$ cat config.mk
export PLATFORM = sky130hd
export DESIGN_NAME = sem_queue
export DESIGN_NICKNAME = d
export VERILOG_FILES = /design/src/rtl/sem_pkg.sv /design/src/rtl/sem_queue.sv
export VERILOG_INCLUDE_DIRS = /design/src /design/src/rtl
export SDC_FILE = /design/constraint.sdc
export NUM_CORES = 1
export LEC_CHECK = 0
export ABC_AREA = 1
export BUFFER_PORTS_ARGS = -buffer_cell sky130_fd_sc_hd__buf_4
export CORE_AREA = 2 2 173 175
export DETAILED_ROUTE_END_ITERATION = 8
export DIE_AREA = 0 0 175 177
export HOLD_SLACK_MARGIN = 0.1
export PLACE_DENSITY_LB_ADDON = 0.2
export SYNTH_ARGS = -nofsm -noshare
export SYNTH_HDL_FRONTEND = slang
export SYNTH_SLANG_ARGS = --single-unit
$ cat constraint.sdc
create_clock -name clk -period 2.1 [get_ports clk]
set_clock_uncertainty 0.15 [all_clocks]
set_input_delay 0.315 -clock clk [delete_from_list [all_inputs] [get_ports clk]]
set_output_delay 0.315 -clock clk [all_outputs]
set_load 0.01 [all_outputs]
$ cat src/rtl/assert_macros.svh
// Assertion macros used by the RTL file sem_queue.sv; they expect clk and rst_n in scope.
`ifndef ASSERT_MACROS_SVH
`define ASSERT_MACROS_SVH

// The consequent must hold in the same cycle as the antecedent.
`define ASSERT_IMPLIES(lbl, ante, cons, msg) \
  lbl: assert property (@(posedge clk) disable iff (!rst_n) (ante) |-> (cons)) \
    else $error(msg);

// The consequent must hold in the cycle after the antecedent.
`define ASSERT_NEXT(lbl, ante, cons, msg) \
  lbl: assert property (@(posedge clk) disable iff (!rst_n) (ante) |=> (cons)) \
    else $error(msg);

`endif

$ cat src/rtl/sem_pkg.sv
// Shared types, constants and the helper function of the Sobel edge magnitude block.
package sem_pkg;

  localparam int PIX_W   = 8;
  localparam int FW_W    = 12;
  localparam int FH_W    = 13;
  localparam int CFG_W   = 13;
  localparam int OCOL_W  = 11;
  localparam int OROW_W  = 12;
  localparam int GRAD_W  = 11;
  localparam int SUM_W   = 21;
  localparam int ROOT_W  = 16;

  localparam int DEF_MAX_WIDTH  = 2048;
  localparam int DEF_MAX_HEIGHT = 4096;
  localparam int QUEUE_DEPTH    = 4;

  localparam logic [FW_W-1:0] FRAME_WIDTH_RST  = FW_W'(640);
  localparam logic [FH_W-1:0] FRAME_HEIGHT_RST = FH_W'(480);

  localparam logic [0:0] REG_FRAME_WIDTH  = 1'b0;
  localparam logic [0:0] REG_FRAME_HEIGHT = 1'b1;

  // Position and frame mark of an interior pixel.
  typedef struct packed {
    logic [OCOL_W-1:0] col;
    logic [OROW_W-1:0] row;
    logic              fend;
  } sem_meta_t;

  // One pixel with its freshly read column of the 3x3 window.
  typedef struct packed {
    logic [PIX_W-1:0] a0;
    logic [PIX_W-1:0] a1;
    logic [PIX_W-1:0] px;
    logic             emit;
    sem_meta_t        meta;
  } sem_item_t;

  typedef struct packed {
    logic [ROOT_W-1:0] rem;
    logic [ROOT_W-1:0] res;
  } sem_sqrt_t;

  // One digit of the bitwise integer square root.
  function automatic sem_sqrt_t sem_sqrt_step(input sem_sqrt_t s, input logic [ROOT_W-1:0] b);
    sem_sqrt_t    o;
    logic [ROOT_W:0] trial;
    trial = {1'b0, s.res} + {1'b0, b};
    if ({1'b0, s.rem} >= trial) begin
      o.rem = s.rem - trial[ROOT_W-1:0];
      o.res = (s.res >> 1) + b;
    end else begin
      o.rem = s.rem;
      o.res = s.res >> 1;
    end
    return o;
  endfunction

endpackage

$ cat src/rtl/sem_queue.sv
// Short queue between the front end and the arithmetic back end.
`include "assert_macros.svh"

module sem_queue (
  input  logic               clk,
  input  logic               rst_n,
  input  logic               push,
  input  sem_pkg::sem_item_t push_item,
  output logic               full,
  input  logic               pop,
  output logic               head_valid,
  output sem_pkg::sem_item_t head_item
);
  import sem_pkg::*;

  localparam int PTR_W = $clog2(QUEUE_DEPTH);
  localparam int CNT_W = $clog2(QUEUE_DEPTH + 1);

  sem_item_t        slots_r [QUEUE_DEPTH];
  logic [PTR_W-1:0] wr_ptr_r;
  logic [PTR_W-1:0] rd_ptr_r;
  logic [CNT_W-1:0] cnt_r;

  assign full       = (cnt_r == CNT_W'(QUEUE_DEPTH));
  assign head_valid = (cnt_r != '0);
  assign head_item  = slots_r[rd_ptr_r];

  always_ff @(posedge clk) begin
    if (!rst_n) begin
      wr_ptr_r <= '0;
      rd_ptr_r <= '0;
      cnt_r    <= '0;
    end else begin
      if (push) wr_ptr_r <= (wr_ptr_r == PTR_W'(QUEUE_DEPTH - 1)) ? '0 : wr_ptr_r + 1'b1;
      if (pop)  rd_ptr_r <= (rd_ptr_r == PTR_W'(QUEUE_DEPTH - 1)) ? '0 : rd_ptr_r + 1'b1;
      if (push && !pop) cnt_r <= cnt_r + 1'b1;
      else if (pop && !push) cnt_r <= cnt_r - 1'b1;
    end
  end

  always_ff @(posedge clk) begin
    if (push) begin
      slots_r[wr_ptr_r] <= push_item;
    end
  end

  `ASSERT_IMPLIES(a_q_bound, 1'b1, cnt_r <= CNT_W'(QUEUE_DEPTH), "queue count above depth")
  `ASSERT_IMPLIES(a_q_no_underrun, pop, cnt_r != '0, "pop from an empty queue")
  `ASSERT_NEXT(a_q_fill, push && !pop, cnt_r == CNT_W'($past(cnt_r) + 1'b1), "count missed a push")
  `ASSERT_NEXT(a_q_idle, cnt_r == '0 && !push, cnt_r == '0, "empty queue filled by itself")

endmodule

Word level (Yosys, flattened, before mapping)
Memories as Yosys holds them, arrays and structs flattened. A register that Yosys moved wholly into a read port is not among the register bits.
Cells that the tools add are included.

operators by class
  add/sub/neg operators = 4
  equality and inequality tests = 3
  mux-type cells = 8
  reductions and logical operators = 6

operators with widths
  operator                                           count
  two-way mux 2 bit                                  4
  two-way mux 3 bit                                  2
  adder 2 x 1 -> 2 bit (second input constant)       2
  == test 2 bit (second input constant)              2
  adder 3 x 1 -> 3 bit (second input constant)       1
  == test 3 bit (second input constant)              1
  nonzero test 3 bit                                 1
  subtractor 3 x 1 -> 3 bit (second input constant)  1
  logical AND 1 bit                                  2
  logical NOT 1 bit                                  2
  two-way mux 1 bit                                  2
  nonzero test 2 bit                                 1

word-level totals
  register bits after elaboration = 7
  RAM bits = 196
  input bits = 53
  output and inout port bits = 51
  logic and storage cells = 25
  memories kept = 1

memories
  name     depth  bits a word  read ports  clocked after Yosys merged registers in  write ports  line             text
  slots_r  4      49           1           1                                        1            sem_queue.sv:19  sem_item_t slots_r [QUEUE_DEPTH];

Logic depth before layout (Yosys ltp)
  depth in word-level cells = 4
  gate-level depth with buffers = 10
  depth with buffers taken out = 10

Least setup slack after synthesis
Ideal clock, no wire load.

  kind = reg2reg
  start point = register wr_ptr_r[0]
  end point = memory slots_r[3][0] (netlist name) (enable)
  library setup time = 0.403 ns
  arrival time = 1.548 ns
  data required time = 1.547 ns
  path slack = -0.001 ns
  stages on the path, launching flop included = 4
  buffers on the path = 0
  clock period less this slack = 2.101 ns
  cells stage by stage = dfxtp_1 -> ha_1 -> nand2_1 -> inv_1

RTL lines
  element                 line             text
  start, declared         sem_queue.sv:20  logic [PTR_W-1:0] wr_ptr_r;
  start signal, assigned  sem_queue.sv:34  if (push) wr_ptr_r <= (wr_ptr_r == PTR_W'(QUEUE_DEPTH - 1)) ? '0 : wr_ptr_r + 1'b1;
  end, declared           sem_queue.sv:19

No word-level cell before the write port.

==> out/metrics.cfg <==
[outcome]
status = finished, violations left
violations = setup timing

[clock_network]
cts_buffers = 23
clockRootBuffer = clkbuf_16
clock_sinks = 205
clk_pin_slew_worst_paths_ns = 0.05
clk_path_buf_depth = 3
tritoncts = done
clock_latency_ns = 0.49
htreeDepth = 1

[timing]
finalSetupViolCount = 42
slew_violations = 0
postLayoutSetupSlackWorst_ns = -0.0619
fin_crit_ns = 2.16
rsz0062_at_grt = true
fmax_ghz = 0.463
slew_headroom_pct = 82.1
final_hold_viol_count = 0
worstMarginPinSlew_ns = 0.268
finalCritPeriodShare_pct = 103

[synth]
synth_fa_ha_area_share_pct = 1.23
synthMuxAreaShare_pct = 0
synth_compound_area_share_pct = 10.7
ys_seq_area_share_pct = 78.6
ys_ff_latch = 205
syn-cell-area_um2 = 7720
synth_top_family_by_area = compound AO/OA/AOI/OAI gates
synth_xor_area_share_pct = 0.113
netlist_instances = 534
ys_types = 22
yosys.area_share.simple_pct = 5.98
yosys_warnings = 0
synth_area_per_cell_um2 = 14.5
synth_nets = 594

[setup_path]
crit_path_end_kind = primary output
worstSetupStartpointType = flop
cp_max_fo = 15
cp.required_ns = 1.63
path_cells = buf_12, clkinv_16, buf_16, o21ai_2, o22ai_2, buf_4
crit_family = buffers and inverters
cp_num_buf_inv = 4
slowest_stage = dfxtp_4
crit_arrival_ns = 1.70
cp_slowest_stage_delay_ns = 0.38
critPathKind = flop to primary output

[die]
design.die.area_um2 = 31000
start_util_pct = 26.4
die_x_um = 175
fp.coreArea_um2 = 29200
die_h_um = 177
std_cell_rows = 63
num_io_pins = 104

[place]
hpwl_um = 10700
dp.cells = 1013
io_buffers = 103
place_congestion = 0.730

[routing]
first_pass_iters = 4
wl_um = 22500
routedWlPerCell_um = 19.8
viasPerCell = 4.54
vias = 5162
drtIter0Drc = 252
ant_nets = 0
drc = 0

[hold_path]
min_path_type = flop to flop

[global_route]
grt_pass1_wl_um = 31700
grt.overflow.total = 0
first_global_vias = 5307
antenna_found_initial = 1
grt_max_degree = 37
track_usage_pct = 13.7

[pwr]
powerDensity_nw_per_um2 = 880
p_leak_uw = 0.00414
max-vdd-ir-drop_uv = 397

[finish]
utilization_pct = 39.9
drive_gt1_share_pct = 41.5
fin_cells = 1138
area_growth_pct = 51.0
final_nets = 791

[flow_run]
drv_cap = 0

[registers in the layout, summed over array words and instances (netlist names), named ones only]
| register | cells |
|---|---|
| rd_ptr_r | 2 |
| wr_ptr_r | 2 |
| slots_r | 196 |
| cnt_r | 3 |
[worst paths after layout]
kind               startpoint        endpoint  slack, ns  cells after the start
setup reg to reg  wr_ptr_r[0]  slots_r[3][24]       0.61                      4
setup / recovery         flop    head_item[3]      -0.06                      6
hold / removal    wr_ptr_r[1]     wr_ptr_r[1]       0.39                      2
hold reg to reg   wr_ptr_r[1]     wr_ptr_r[1]       0.39                      2
[worst reg2reg max path, cell delays in order (launching register included)]
cell        delay (ns)
dfxtp_1           0.40
ha_1              0.20
nand2_1           0.09
clkinvlp_4        0.12
buf_12            0.21
[layout by cell type, fill, tap and decap left out, types with 23 or more instances in the layout]
| master | instances |
|---|---|
| buf_4 | 103 |
| clkbuf_16 | 29 |
| dlygate4sd3_1 | 52 |
| edfxtp_1 | 196 |
| nor2_1 | 73 |
| nor2_2 | 26 |
| o21ai_0 | 23 |
| o21ai_1 | 26 |
| o21ai_2 | 46 |
| o22ai_2 | 28 |
[final cells by class]
type,instances,area (um^2)
fill,2719,17600
sequential,205,6070
timing repair buffer,198,2240
multi-input combinational,282,1950
clock buffer,27,621
tap,390,488
clock inverter,14,126
inverter,16,95.1
timing repair inverter,5,70.1
antenna,1,2.50
[repair_timing]
action | CTS | global route
setup buffers | 10 | 0
setup endpoints to repair | 46 | 49
hold buffers | 52 | 0
gates cloned | 14 | 8
pin swaps | 28 | 35
endpoints found under the hold margin | 205 | 0
gates resized for setup | 99 | 152
[where the power goes]
part | switching (uW) | internal [uW]
Combinational | 835 | 784
Clock | 1550 | 2350
Sequential | 72.7 | 4670
[cells in the mapped netlist (all sizes together)]
cell type | count | share of area, %
edfxtp | 196 | 76
nor2 | 107 | 5.2
o21ai | 101 | 6.5
o22ai | 49 | 4.0
buf | 21 | 2.0
inv | 16 | 0.84
clkbuf | 10 | 0.55
dfxtp | 9 | 2.3
nand2 | 9 | 0.44
ha | 6 | 0.97
a21oi | 3 | 0.19
nor3 | 3 | 0.19
fa | 1 | 0.26
nand3 | 1 | 0.065
nand4 | 1 | 0.081
xor2 | 1 | 0.11
[per-stage QoR]
stage                     worst slack [ns]  power (uW)  instance area (um^2)  setup TNS [ns]  hold slack, ns
after floorplan                    0.00925        5310                  7720               0           0.264
after global placement               0.296        5860                  9060               0           0.362
after detailed placement             0.286        5880                  9060               0           0.370
after CTS                           -0.108       10200                 11000           -2.86           0.369
after global routing                -0.136       10700                 11700           -4.78           0.387
final                              -0.0619       10300                 11700           -1.57           0.390
[per-layer routing]
metal / wire, um / share of wire [%] / up-vias / GRT usage (%)
met5: 0 / 0 / - / 0
met4: 301 / 1.3 / 0 / 2.74
met3: 1050 / 4.7 / 22 / 2.81
met2: 11400 / 50 / 122 / 24.3
met1: 9790 / 44 / 2612 / 17.3
li1: - / - / 2406 / -
[cells by family after synthesis]
logic type / Yosys count
compound gates: 153
buf+inv: 47
fa+ha+maj: 7
simple gates: 121
flops: 205
xor+xnor: 1
(Power assumes the default switching activity.)
