===== config.mk =====
export PLATFORM = sky130hd
export DESIGN_NAME = sem_back
export DESIGN_NICKNAME = d
export VERILOG_FILES = /design/src/rtl/assert_macros.svh /design/src/rtl/sem_pkg.sv /design/src/rtl/sem_back.sv
export SDC_FILE = /design/constraint.sdc
export NUM_CORES = 1
export LEC_CHECK = 0
export CORE_MARGIN = 2
export CORE_UTILIZATION = 30
export CTS_BUF_LIST = sky130_fd_sc_hd__clkbuf_4
export DETAILED_ROUTE_END_ITERATION = 8
export DONT_BUFFER_PORTS = 1
export GPL_TIMING_DRIVEN = 0
export PLACE_DENSITY = 0.52
export SYNTH_ARGS = -nofsm -noshare
export SYNTH_HDL_FRONTEND = slang
export SYNTH_SLANG_ARGS = --single-unit

===== constraint.sdc =====
create_clock -name clk -period 10.04 [get_ports clk]
set_clock_uncertainty 0.05 [all_clocks]
set_input_delay 1.004 -clock clk [delete_from_list [all_inputs] [get_ports clk]]
set_output_delay 1.004 -clock clk [all_outputs]
set_load 0.03 [all_outputs]

===== src/rtl/assert_macros.svh =====
// Assertion macros used by the RTL file sem_queue.sv; they expect clk and rst_n in scope.
`ifndef ASSERT_MACROS_SVH
`define ASSERT_MACROS_SVH

// The consequent must hold in the same cycle as the antecedent.
`define ASSERT_IMPLIES(lbl, ante, cons, msg) \
  lbl: assert property (@(posedge clk) disable iff (!rst_n) (ante) |-> (cons)) \
    else $error(msg);

// The consequent must hold in the cycle after the antecedent.
`define ASSERT_NEXT(lbl, ante, cons, msg) \
  lbl: assert property (@(posedge clk) disable iff (!rst_n) (ante) |=> (cons)) \
    else $error(msg);

`endif


===== src/rtl/sem_pkg.sv =====
// Shared types, constants and the helper function of the Sobel edge magnitude block.
package sem_pkg;

  localparam int PIX_W   = 8;
  localparam int FW_W    = 12;
  localparam int FH_W    = 13;
  localparam int CFG_W   = 13;
  localparam int OCOL_W  = 11;
  localparam int OROW_W  = 12;
  localparam int GRAD_W  = 11;
  localparam int SUM_W   = 21;
  localparam int ROOT_W  = 16;

  localparam int DEF_MAX_WIDTH  = 2048;
  localparam int DEF_MAX_HEIGHT = 4096;
  localparam int QUEUE_DEPTH    = 4;

  localparam logic [FW_W-1:0] FRAME_WIDTH_RST  = FW_W'(640);
  localparam logic [FH_W-1:0] FRAME_HEIGHT_RST = FH_W'(480);

  localparam logic [0:0] REG_FRAME_WIDTH  = 1'b0;
  localparam logic [0:0] REG_FRAME_HEIGHT = 1'b1;

  // Position and frame mark of an interior pixel.
  typedef struct packed {
    logic [OCOL_W-1:0] col;
    logic [OROW_W-1:0] row;
    logic              fend;
  } sem_meta_t;

  // One pixel with its freshly read column of the 3x3 window.
  typedef struct packed {
    logic [PIX_W-1:0] a0;
    logic [PIX_W-1:0] a1;
    logic [PIX_W-1:0] px;
    logic             emit;
    sem_meta_t        meta;
  } sem_item_t;

  typedef struct packed {
    logic [ROOT_W-1:0] rem;
    logic [ROOT_W-1:0] res;
  } sem_sqrt_t;

  // One digit of the bitwise integer square root.
  function automatic sem_sqrt_t sem_sqrt_step(input sem_sqrt_t s, input logic [ROOT_W-1:0] b);
    sem_sqrt_t    o;
    logic [ROOT_W:0] trial;
    trial = {1'b0, s.res} + {1'b0, b};
    if ({1'b0, s.rem} >= trial) begin
      o.rem = s.rem - trial[ROOT_W-1:0];
      o.res = (s.res >> 1) + b;
    end else begin
      o.rem = s.rem;
      o.res = s.res >> 1;
    end
    return o;
  endfunction

endpackage


===== src/rtl/sem_back.sv =====
// Back end: window columns, Sobel gradients, squared sum, square root and output register.
module sem_back (
  input  logic                      clk,
  input  logic                      rst_n,
  input  logic                      q_valid,
  input  sem_pkg::sem_item_t        q_item,
  output logic                      q_pop,
  output logic                      out_valid,
  input  logic                      out_ready,
  output logic [sem_pkg::PIX_W-1:0] out_edge_magnitude,
  output logic [sem_pkg::OCOL_W-1:0] out_col,
  output logic [sem_pkg::OROW_W-1:0] out_row,
  output logic                      out_frame_end
);
  import sem_pkg::*;

  localparam int HALF_STEPS = 4;

  logic adv;

  // Index 0 is the top row of the window, index 2 the incoming row.
  logic [2:0][PIX_W-1:0] win_l_r;
  logic [2:0][PIX_W-1:0] win_m_r;
  logic [2:0][PIX_W-1:0] win_r;

  logic signed [GRAD_W-1:0] gx_nxt, gy_nxt, gx_r, gy_r;
  logic                     v1_r, v2_r, v3_r;
  sem_meta_t                m1_r, m2_r, m3_r;

  logic [SUM_W-1:0]  sum_nxt, sum_r;
  sem_sqrt_t         sq_a_nxt, sq_a_r, sq_b_nxt;
  logic              sat_r;

  logic              out_valid_r;
  logic [PIX_W-1:0]  out_mag_r;
  sem_meta_t         out_meta_r;

  assign adv   = !out_valid_r || out_ready;
  assign q_pop = q_valid && adv;
  assign win_r = {q_item.px, q_item.a1, q_item.a0};

  always_comb begin
    logic [PIX_W+1:0] left, right, top, bottom;
    right  = {2'b0, win_r[0]} + {1'b0, win_r[1], 1'b0} + {2'b0, win_r[2]};
    left   = {2'b0, win_l_r[0]} + {1'b0, win_l_r[1], 1'b0} + {2'b0, win_l_r[2]};
    bottom = {2'b0, win_l_r[2]} + {1'b0, win_m_r[2], 1'b0} + {2'b0, win_r[2]};
    top    = {2'b0, win_l_r[0]} + {1'b0, win_m_r[0], 1'b0} + {2'b0, win_r[0]};
    gx_nxt = $signed({1'b0, right}) - $signed({1'b0, left});
    gy_nxt = $signed({1'b0, bottom}) - $signed({1'b0, top});
  end

  always_comb begin
    logic signed [2*GRAD_W-1:0] px2, py2;
    px2     = gx_r * gx_r;
    py2     = gy_r * gy_r;
    sum_nxt = SUM_W'(px2) + SUM_W'(py2);
  end

  // The root is split into two halves of four digits each.
  always_comb begin
    sq_a_nxt.rem = sum_r[ROOT_W-1:0];
    sq_a_nxt.res = '0;
    for (int k = 0; k < HALF_STEPS; k++) begin
      sq_a_nxt = sem_sqrt_step(sq_a_nxt, ROOT_W'(1) << (ROOT_W - 2 - 2 * k));
    end
    sq_b_nxt = sq_a_r;
    for (int k = HALF_STEPS; k < 2 * HALF_STEPS; k++) begin
      sq_b_nxt = sem_sqrt_step(sq_b_nxt, ROOT_W'(1) << (ROOT_W - 2 - 2 * k));
    end
  end

  always_ff @(posedge clk) begin
    if (!rst_n) begin
      win_l_r     <= '0;
      win_m_r     <= '0;
      v1_r        <= 1'b0;
      v2_r        <= 1'b0;
      v3_r        <= 1'b0;
      out_valid_r <= 1'b0;
    end else if (adv) begin
      if (q_pop) begin
        win_l_r <= win_m_r;
        win_m_r <= win_r;
      end
      v1_r        <= q_pop && q_item.emit;
      v2_r        <= v1_r;
      v3_r        <= v2_r;
      out_valid_r <= v3_r;
    end
  end

  always_ff @(posedge clk) begin
    if (adv) begin
      gx_r       <= gx_nxt;
      gy_r       <= gy_nxt;
      m1_r       <= q_item.meta;
      sum_r      <= sum_nxt;
      m2_r       <= m1_r;
      sq_a_r     <= sq_a_nxt;
      sat_r      <= |sum_r[SUM_W-1:ROOT_W];
      m3_r       <= m2_r;
      out_mag_r  <= sat_r ? {PIX_W{1'b1}} : sq_b_nxt.res[PIX_W-1:0];
      out_meta_r <= m3_r;
    end
  end

  assign out_valid          = out_valid_r;
  assign out_edge_magnitude = out_mag_r;
  assign out_col            = out_meta_r.col;
  assign out_row            = out_meta_r.row;
  assign out_frame_end      = out_meta_r.fend;

endmodule


==> Yosys cells after proc, flatten, opt, wreduce, memory -nomap -nowiden <==
Index checks and enable logic that the tools add are counted.
{ "word_totals": {"wordCells": 86, "out_inout_bits": 34, "regBits": 232} }
{ "classes": {"n_reduce_logical": 6, "n_mul": 2, "n_addsub": 32, "n_lt_le_gt_ge": 8, "n_mux": 8} }
{ "ops": {"columns": ["cell", "count"], "rows": [
  ["two-way mux 32 bit", 7],
  ["greater-or-equal comparator 16 x 17 -> 1 bit", 7],
  ["subtractor 16 bit", 6],
  ["multiplier 11 x 11 -> 21 bit", 2],
  ["adder 10 x 8 -> 10 bit", 4],
  ["adder 8 x 9 -> 10 bit", 4],
  ["subtractor 10 x 10 -> 11 bit", 2],
  ["adder 21 bit", 1],
  ["adder 16 x 1 -> 17 bit, second input constant", 1],
  ["adder 16 x 11 -> 17 bit, second input constant", 1],
  ["adder 16 x 13 -> 17 bit, second input constant", 1],
  ["adder 16 x 3 -> 17 bit, second input constant", 1],
  ["adder 16 x 5 -> 17 bit, second input constant", 1],
  ["adder 16 x 7 -> 17 bit, second input constant", 1],
  ["adder 16 x 9 -> 17 bit, second input constant", 1],
  ["adder 15 x 11 -> 16 bit, second input constant", 1],
  ["adder 15 x 13 -> 16 bit, second input constant", 1],
  ["adder 15 x 3 -> 16 bit, second input constant", 1],
  ["adder 15 x 5 -> 16 bit, second input constant", 1],
  ["adder 15 x 7 -> 16 bit, second input constant", 1],
  ["adder 15 x 9 -> 16 bit, second input constant", 1],
  ["greater-or-equal comparator 16 x 15 -> 1 bit, second input constant", 1],
  ["subtractor 16 x 15 -> 16 bit, second input constant", 1],
  ["adder 8 x 1 -> 8 bit, second input constant", 1],
  ["6 further kinds", 7]
]} }

==> Logic depth before layout (Yosys ltp) <==
Gate-level depths: netlist of the first run.
{ "logic_depth": {"depth_word": 12, "mapped_depth": 41, "mapped_depth_nobuf": 37} }

==> Worst setup path after synthesis of the first run <==
OpenSTA, ideal clock, no wires.
{ "synth_timing": {"path_kind": "register to register", "start": "reg sq_a_r[8] (netlist bit)", "end": "reg out_mag_r[0], in the netlist out_edge_magnitude[0] (data pin)", "n_path_buf": 3, "stages_incl_launch_ff": 39, "setup_ps": 266, "path_slack_ps": 2484, "arrival_time_ps": 7240, "path_cell_list": "edfxtp_1 inv_1 ha_1 nand4_1 o211a_1 o21ai_4 clkbuf_1 nand2_1 o21ai_0 inv_1 ha_1 nand4_1 a2111oi_2 nor2_1 and4_4 nand2_4 clkbuf_1 inv_1 (+3 left out) inv_1 nor2_1 nor2_1 nor2_1 a31oi_1 o21ai_1 a21boi_1 nor3_4 buf_6 mux2i_1 ha_1 nor2b_1 a211o_1 a2111oi_0 o211ai_1 a221o_1 a21oi_1 nand4_1"} }
{ "synth_between": {"elab_chain_cells": 12} }
{ "synth_lines": {"columns": ["item", "line", "rtl"], "rows": [
  ["start, declared", "sem_back.sv:31", "sem_sqrt_t sq_a_nxt, sq_a_r, sq_b_nxt;"],
  ["start signal, assigned", "sem_back.sv:99", "sq_a_r <= sq_a_nxt;"],
  ["adder 16 x 7 -> 17 bit", "sem_pkg.sv:49", "trial = {1'b0, s.res} + {1'b0, b};"],
  ["greater-or-equal comparator 16 x 17 -> 1 bit", "sem_pkg.sv:50", "if ({1'b0, s.rem} >= trial) begin"],
  ["two-way mux 32 bit (*)", "sem_pkg.sv:50", null],
  ["adder 16 x 5 -> 17 bit", "sem_pkg.sv:49", null],
  ["greater-or-equal comparator 16 x 17 -> 1 bit", "sem_pkg.sv:50", null],
  ["two-way mux 32 bit (*)", "sem_pkg.sv:50", null],
  ["adder 16 x 3 -> 17 bit", "sem_pkg.sv:49", null],
  ["greater-or-equal comparator 16 x 17 -> 1 bit", "sem_pkg.sv:50", null],
  ["two-way mux 32 bit (*)", "sem_pkg.sv:50", null],
  ["adder 16 x 1 -> 17 bit", "sem_pkg.sv:49", null],
  ["greater-or-equal comparator 16 x 17 -> 1 bit", "sem_pkg.sv:50", null],
  ["two-way mux 8 bit (*)", "sem_pkg.sv:50", null],
  ["end signal, assigned", "sem_back.sv:102", "out_mag_r <= sat_r ? {PIX_W{1'b1}} : sq_b_nxt.res[PIX_W-1:0];"],
  ["end, declared", "sem_back.sv:35", "logic [PIX_W-1:0] out_mag_r;"]
]} }
Mark *: on every way between the ends. The rest lies on a longest branch, timed or not.
A chain may end at the register's enable or synchronous reset.

==> Final worst setup path of the first run <==
Same ends and word-level chain as after synthesis.

==> flow_summary.yaml, run 1 <==
run_status:
  status: "finished, final reports clean"
routing:
  routed_wl_um: 41200
  via_count: 12400
  ant_nets: 0
  drc: 0
  vias_per_cell: 4.40
  routedWlPerCell_um: 14.6
  dr.pass1.iters: 5
  drtIter0Drc: 591
setup_path:
  path_common_cell: "nor2_1"
  setup.worst_path.end_class: "register"
  cpPeakStageDelay_ps: 490
  start_kind: "register"
  cp_max_fo: 10
  crit_arrival_ps: 9540
  cp_slowest_cell: "a2111oi_2"
  critical_path_class: "register to register"
  rr_worst_depth: 38
  crit_required_ps: 10460
floorplanning:
  ioPinCount: 87
  die_w_um: 262
  start_util: 0.304
  coreArea_um2: 65900
  die_area_um2: 68800
  die_h_um: 262
  fp-row-count: 94
sta:
  relSlewSlack: 0.439
  holdWs_ps: 316
  timing.fmax_mhz: 110
  worstMarginPinSlew_ps: 842
  setup_viol: 0
  hold_violations: 0
  setup_slack_ps: 913
  min_period_ps: 9130
  slew_viol_final: 0
  fin_crit_sh: 0.909
  rsz0062_at_grt: "false"
  setup_tns_ps: 0
cts:
  clockRootBuffer: "clkbuf_4"
  insertion_delay_ps: 760
  cts_resized: 0
  cts_setup_buffers: 0
  cts_max_level: 2
  cts_tree: "yes"
  clockBufferDepth: 3
  hold_buffers: 0
  numCtsBuffers: 60
  clock-sinks: 220
  clkTransAtPathRegs_ps: 70
layout:
  fillCellCount: 6704
  antenna_cells: 0
  num-nets-final: 2411
  final_common_cell: "inv_1"
  final_cell_mix: "408 x inv_1, 289 x fa_1, 187 x nand2_1"
  drive_gt1_frac: 0.0662
  areaGrowthSynthToFinish_pct: 9.44
grt:
  track_usage: 0.122
  grt_max_degree: 93
  grt.overflow.total: 0
  first_global_vias: 13600
  grt_pass1_wl_um: 68800
  antenna_found_initial: 0
yosys:
  seq_area_frac_synth: 0.304
  ys_ff_latch: 220
  synthesis.instances: 1860
  synth-edff-count: 168
  syn_area_um2: 20000
  synth_flop_cell: "edfxtp_1"
  synth_cell_types: 82
  async_flop_share: 0
  syn_avg_cell_area_um2: 10.8
  synth.yosys.warnings: 0
  synth_fp_nets: 2348
placed_design:
  port_buffers: 0
  gp_congestion: 0.852
  pre_cts_ws_ps: 856
  place_hpwl_um: 34000
worst_hold_path:
  min_path_type: "input pin to register"
  whs_path_depth: 0
flow_run:
  maxCapViolations: 0
-- synthesized netlist by cell type (all sizes together) (4+ instances only) --
cell,instances,share of area
a211oi,6,0.0023
a21boi,53,0.020
a21o,13,0.0049
a21oi,51,0.013
and2,58,0.018
and3,6,0.0019
buf,7,0.0027
clkbuf,40,0.0075
dfxtp,52,0.052
edfxtp,168,0.25
fa,289,0.29
ha,146,0.091
inv,413,0.077
mux2i,7,0.0035
nand2,188,0.036
nand2b,15,0.0047
nand3,15,0.0038
nand4,8,0.0025
nor2,47,0.0088
nor2b,23,0.0072
nor3,21,0.0061
nor4,7,0.0036
o211a,4,0.0020
o211ai,6,0.0023
o21a,5,0.0019
o21ai,38,0.010
o21bai,14,0.0053
o31ai,4,0.0015
or2,13,0.0041
or3,9,0.0028
xnor2,61,0.027
xor2,22,0.0096
-- registers in the layout, summed over array words and instances (netlist names), 8 cells and up --
signal and count:
gx_r 11, gy_r 11, m1_r 24, m2_r 24
m3_r 24, out_col 11, out_edge_magnitude 8, out_row 12
sq_a_r 20, sum_r 21, win_l_r 24, win_m_r 24
-- cell families after synthesis --
kind of cell | synth area share
AOI/OAI and AO/OA | 0.0786
xor gates and xnor gates | 0.0363
DFF | 0.304
muxes | 0.00538
and+or+nand+nor | 0.107
adders and majority gates | 0.380
buffers and inverters | 0.0877
-- area by class of cell --
type	count	area [um2]	share of cell area
Tap cell	864	1080	0.0494
Multi-Input combinational cell	1180	12200	0.556
Buffer	47	205	0.00937
Clock inverter	24	179	0.00817
Sequential cell	220	6090	0.278
Clock buffer	79	593	0.0271
Inverter	413	1560	0.0711
Timing Repair Buffer	1	27.5	0.00126
-- critical path: cells and delay by family (launching register included) --
| family | cells | cell delay (ps) |
|---|---|---|
| compound gates | 12 | 3280 |
| simple gates | 13 | 1930 |
| buf+inv | 7 | 1450 |
| fa+ha+maj | 4 | 1400 |
| flops | 1 | 360 |
| mux | 1 | 210 |
| xor+xnor | 1 | 190 |
-- per-layer routing --
layer  track usage  share of wire  routed length (um)  vias up
met4        0.0316          0.020                 833        0
met1         0.155           0.45               18500     6109
met2         0.208           0.49               20000      200
met5             0              0                   0        -
met3        0.0274          0.043                1780       55
li1              -              -                   -     6069
-- path summary, 6_finish.rpt --
path	slack, ps	end	start
max	910	out_edge_magnitude[0]	sq_a_r[8]
min	320	m1_r[20]	q_item[20]
max reg2reg	910	out_edge_magnitude[0]	sq_a_r[8]
min reg2reg	360	m3_r[21]	m2_r[21]
-- stage by stage --
step / cells / instance area (um2) / util
floorplan: 1860 / 20000 / -
CTS: 2828 / 21900 / 0.332
finish: 2828 / 21900 / 0.332
detailed placement: 2725 / 21100 / 0.321
global placement: 2724 / 21100 / 0.320
global route: 2828 / 21900 / 0.332
Power of run 1 is left out: the tool's default activity adds up to more than one toggle a clock period on the data nets, which glitch-free logic cannot reach.
==> run 2, diff against run 1 <==
--- a/config.mk
+++ b/config.mk
@@ -5,6 +5,7 @@
 export SDC_FILE = /design/constraint.sdc
 export NUM_CORES = 1
 export LEC_CHECK = 0
+export ABC_AREA = 1
 export CORE_MARGIN = 2
 export CORE_UTILIZATION = 30
 export CTS_BUF_LIST = sky130_fd_sc_hd__clkbuf_4
==> run 2 against run 1 <==
Register-to-register slack better by 1600 ps. Hold slack worse by 21 ps. Fmax is 21% higher. Critical path type unchanged. Global-route usage is 0.63 points higher. Flip-flop and latch count stayed put. Highest routed layer unchanged. Core utilization is 0.17 points lower. Synthesized cell count is 8.0% higher. Sequential share of layout area is 0.30 points higher. Wire length is 1.1% higher. Design area is 1.1% lower.
==> flow_summary.yaml, run 2 <==
run_status:
  status: "finished, final reports clean"
sta:
  setup_tns_ps: 0
  hold_violations: 0
  rsz0062_at_grt: "false"
  setup_viol: 0
  min_period_ps: 7570
  relSlewSlack: 0.454
  timing.fmax_mhz: 132
  worstMarginPinSlew_ps: 818
  fin_crit_sh: 0.754
  slew_viol_final: 0
grt:
  grt_max_degree: 113
  first_global_vias: 13800
  grt.overflow.total: 0
  track_usage: 0.128
  grt_pass1_wl_um: 69100
  antenna_found_initial: 2
routing:
  vias_per_cell: 4.28
  dr.pass1.iters: 5
  ant_nets: 0
  via_count: 12800
  routedWlPerCell_um: 13.9
  drtIter0Drc: 490
  drc: 0
  routed_wl_um: 41600
yosys:
  synth_common_cells: "522 x inv_1, 295 x nand2_1, 289 x fa_1"
  ys_ff_latch: 220
  syn_area_um2: 19700
  synth.yosys.warnings: 0
  seq_area_frac_synth: 0.308
  async_flop_share: 0
  syn_avg_cell_area_um2: 9.83
  synthTopCellsByArea: "fa_1 29%, edfxtp_1 26%, inv_1 9.9%, ha_1 9.3%, nand2_1 5.6%"
  synth_flop_cell: "edfxtp_1"
  synth_fp_nets: 2497
  synth_top_area_share: 0.293
  yosys.area.top_type: "fa_1"
  synth_cell_types: 45
  yosysMostFrequentCell: "inv_1"
  synth-edff-count: 168
  synthesis.instances: 2009
worst_hold_path:
  min_from: "q_item[22]"
  min_to: "m1_r[22]"
  min_path_type: "input pin to register"
  whs_path_depth: 0
floorplanning:
  ioPinCount: 87
  start_util: 0.301
  coreArea_um2: 65500
  die_h_um: 261
  die_w_um: 261
  fp-row-count: 94
  die_area_um2: 67900
setup_path:
  cpPeakStageDelay_ps: 590
  critical_path_class: "register to register"
  cp_max_fo: 10
  setup.worst_path.end_class: "register"
  cp-startpoint: "gy_r[10]"
  crit_arrival_ps: 8020
  r2r_slack_ps: 2470
  crit_required_ps: 10480
  cp_slowest_cell: "inv_1"
  rr_worst_depth: 28
  start_kind: "register"
  r2r_start: "gy_r[10]"
  r2r_end: "sum_r[19]"
  path_common_cell: "fa_1"
cts:
  clockBufferDepth: 3
  clock-sinks: 220
  cts_setup_buffers: 0
  cts_tree: "yes"
  cts_max_level: 3
  insertion_delay_ps: 780
  clkTransAtPathRegs_ps: 60
  hold_buffers: 0
  cts_resized: 0
  numCtsBuffers: 66
  clockRootBuffer: "clkbuf_4"
flow_run:
  maxCapViolations: 0
layout:
  final_common_cell: "inv_1"
  num-nets-final: 2566
  final_core_util: 0.331
  areaGrowthSynthToFinish_pct: 9.72
  fillCellCount: 6785
  final_cell_mix: "521 x inv_1, 295 x nand2_1, 289 x fa_1"
  drive_gt1_frac: 0.0702
placed_design:
  gp_congestion: 0.843
  port_buffers: 0
  place_hpwl_um: 34100
==> run 2: cell types whose count changed after synthesis, sizes merged, moves of 36 or more <==
cell / delta
a21boi: -51
and2: -57
inv: +113
nand2: +121
nand3: +36
nor2: +76
o21ai: +51
==> run 2: worst max path at each step <==
stage / endpoint / slack, ps / depth (start not counted)
detailed placement: sum_r[19] / 2420 / 28
CTS: sum_r[19] / 2420 / 28
floorplan: sum_r[19] / 3420 / 28
finish: sum_r[19] / 2470 / 28
global placement: q_pop / 1390 / 5
global route: sum_r[19] / 2010 / 28
==> run 2: layout make-up <==
cell class | instances | area (um2) | share of cell area
Buffer | 43 | 179 | 0.00826
Multi-Input combinational cell | 1220 | 11500 | 0.531
Sequential cell | 220 | 6090 | 0.281
Inverter | 526 | 1980 | 0.0915
Clock buffer | 91 | 683 | 0.0315
Clock inverter | 20 | 105 | 0.00485
Timing Repair Buffer | 1 | 27.5 | 0.00127
Antenna cell | 6 | 15.0 | 0.000693
Tap cell | 864 | 1080 | 0.0499
==> run 2: logic make-up after synthesis <==
| kind of cell | after synthesis | synth area share |
|---|---|---|
| and+or+nand+nor | 518 | 0.112 |
| AOI/OAI and AO/OA | 190 | 0.0509 |
| buffers and inverters | 569 | 0.109 |
| xor gates and xnor gates | 77 | 0.0342 |
| adders and majority gates | 435 | 0.386 |
| DFF | 220 | 0.308 |
==> run 2: worst max-delay path, delay by kind of cell, from the launching register on <==
kind | cells | cell delay (ps)
adder cells (fa/ha/maj) | 8 | 3870
buffers and inverters | 6 | 1230
AND/OR/NAND/NOR | 9 | 880
AO/OA/AOI/OAI | 4 | 600
flip-flops | 1 | 520
XOR/XNOR | 1 | 130
==> run 2: metrics by stage <==
stage	hold WS [ps]	area, um2	std cells	setup slack [ps]
after CTS	193	21700	2985	2420
final	295	21700	2991	2470
after detailed placement	355	20900	2874	2420
after floorplan	350	19700	2009	3420
after global routing	193	21700	2991	2010
after global placement	351	20800	2873	1390
==> run 2: routing by layer <==
metal  share of wire  global-route usage
met1            0.45               0.158
met2            0.48               0.219
met3           0.038              0.0287
met4           0.029              0.0490
met5               0                   0
Power of run 2 is left out for the same reason.
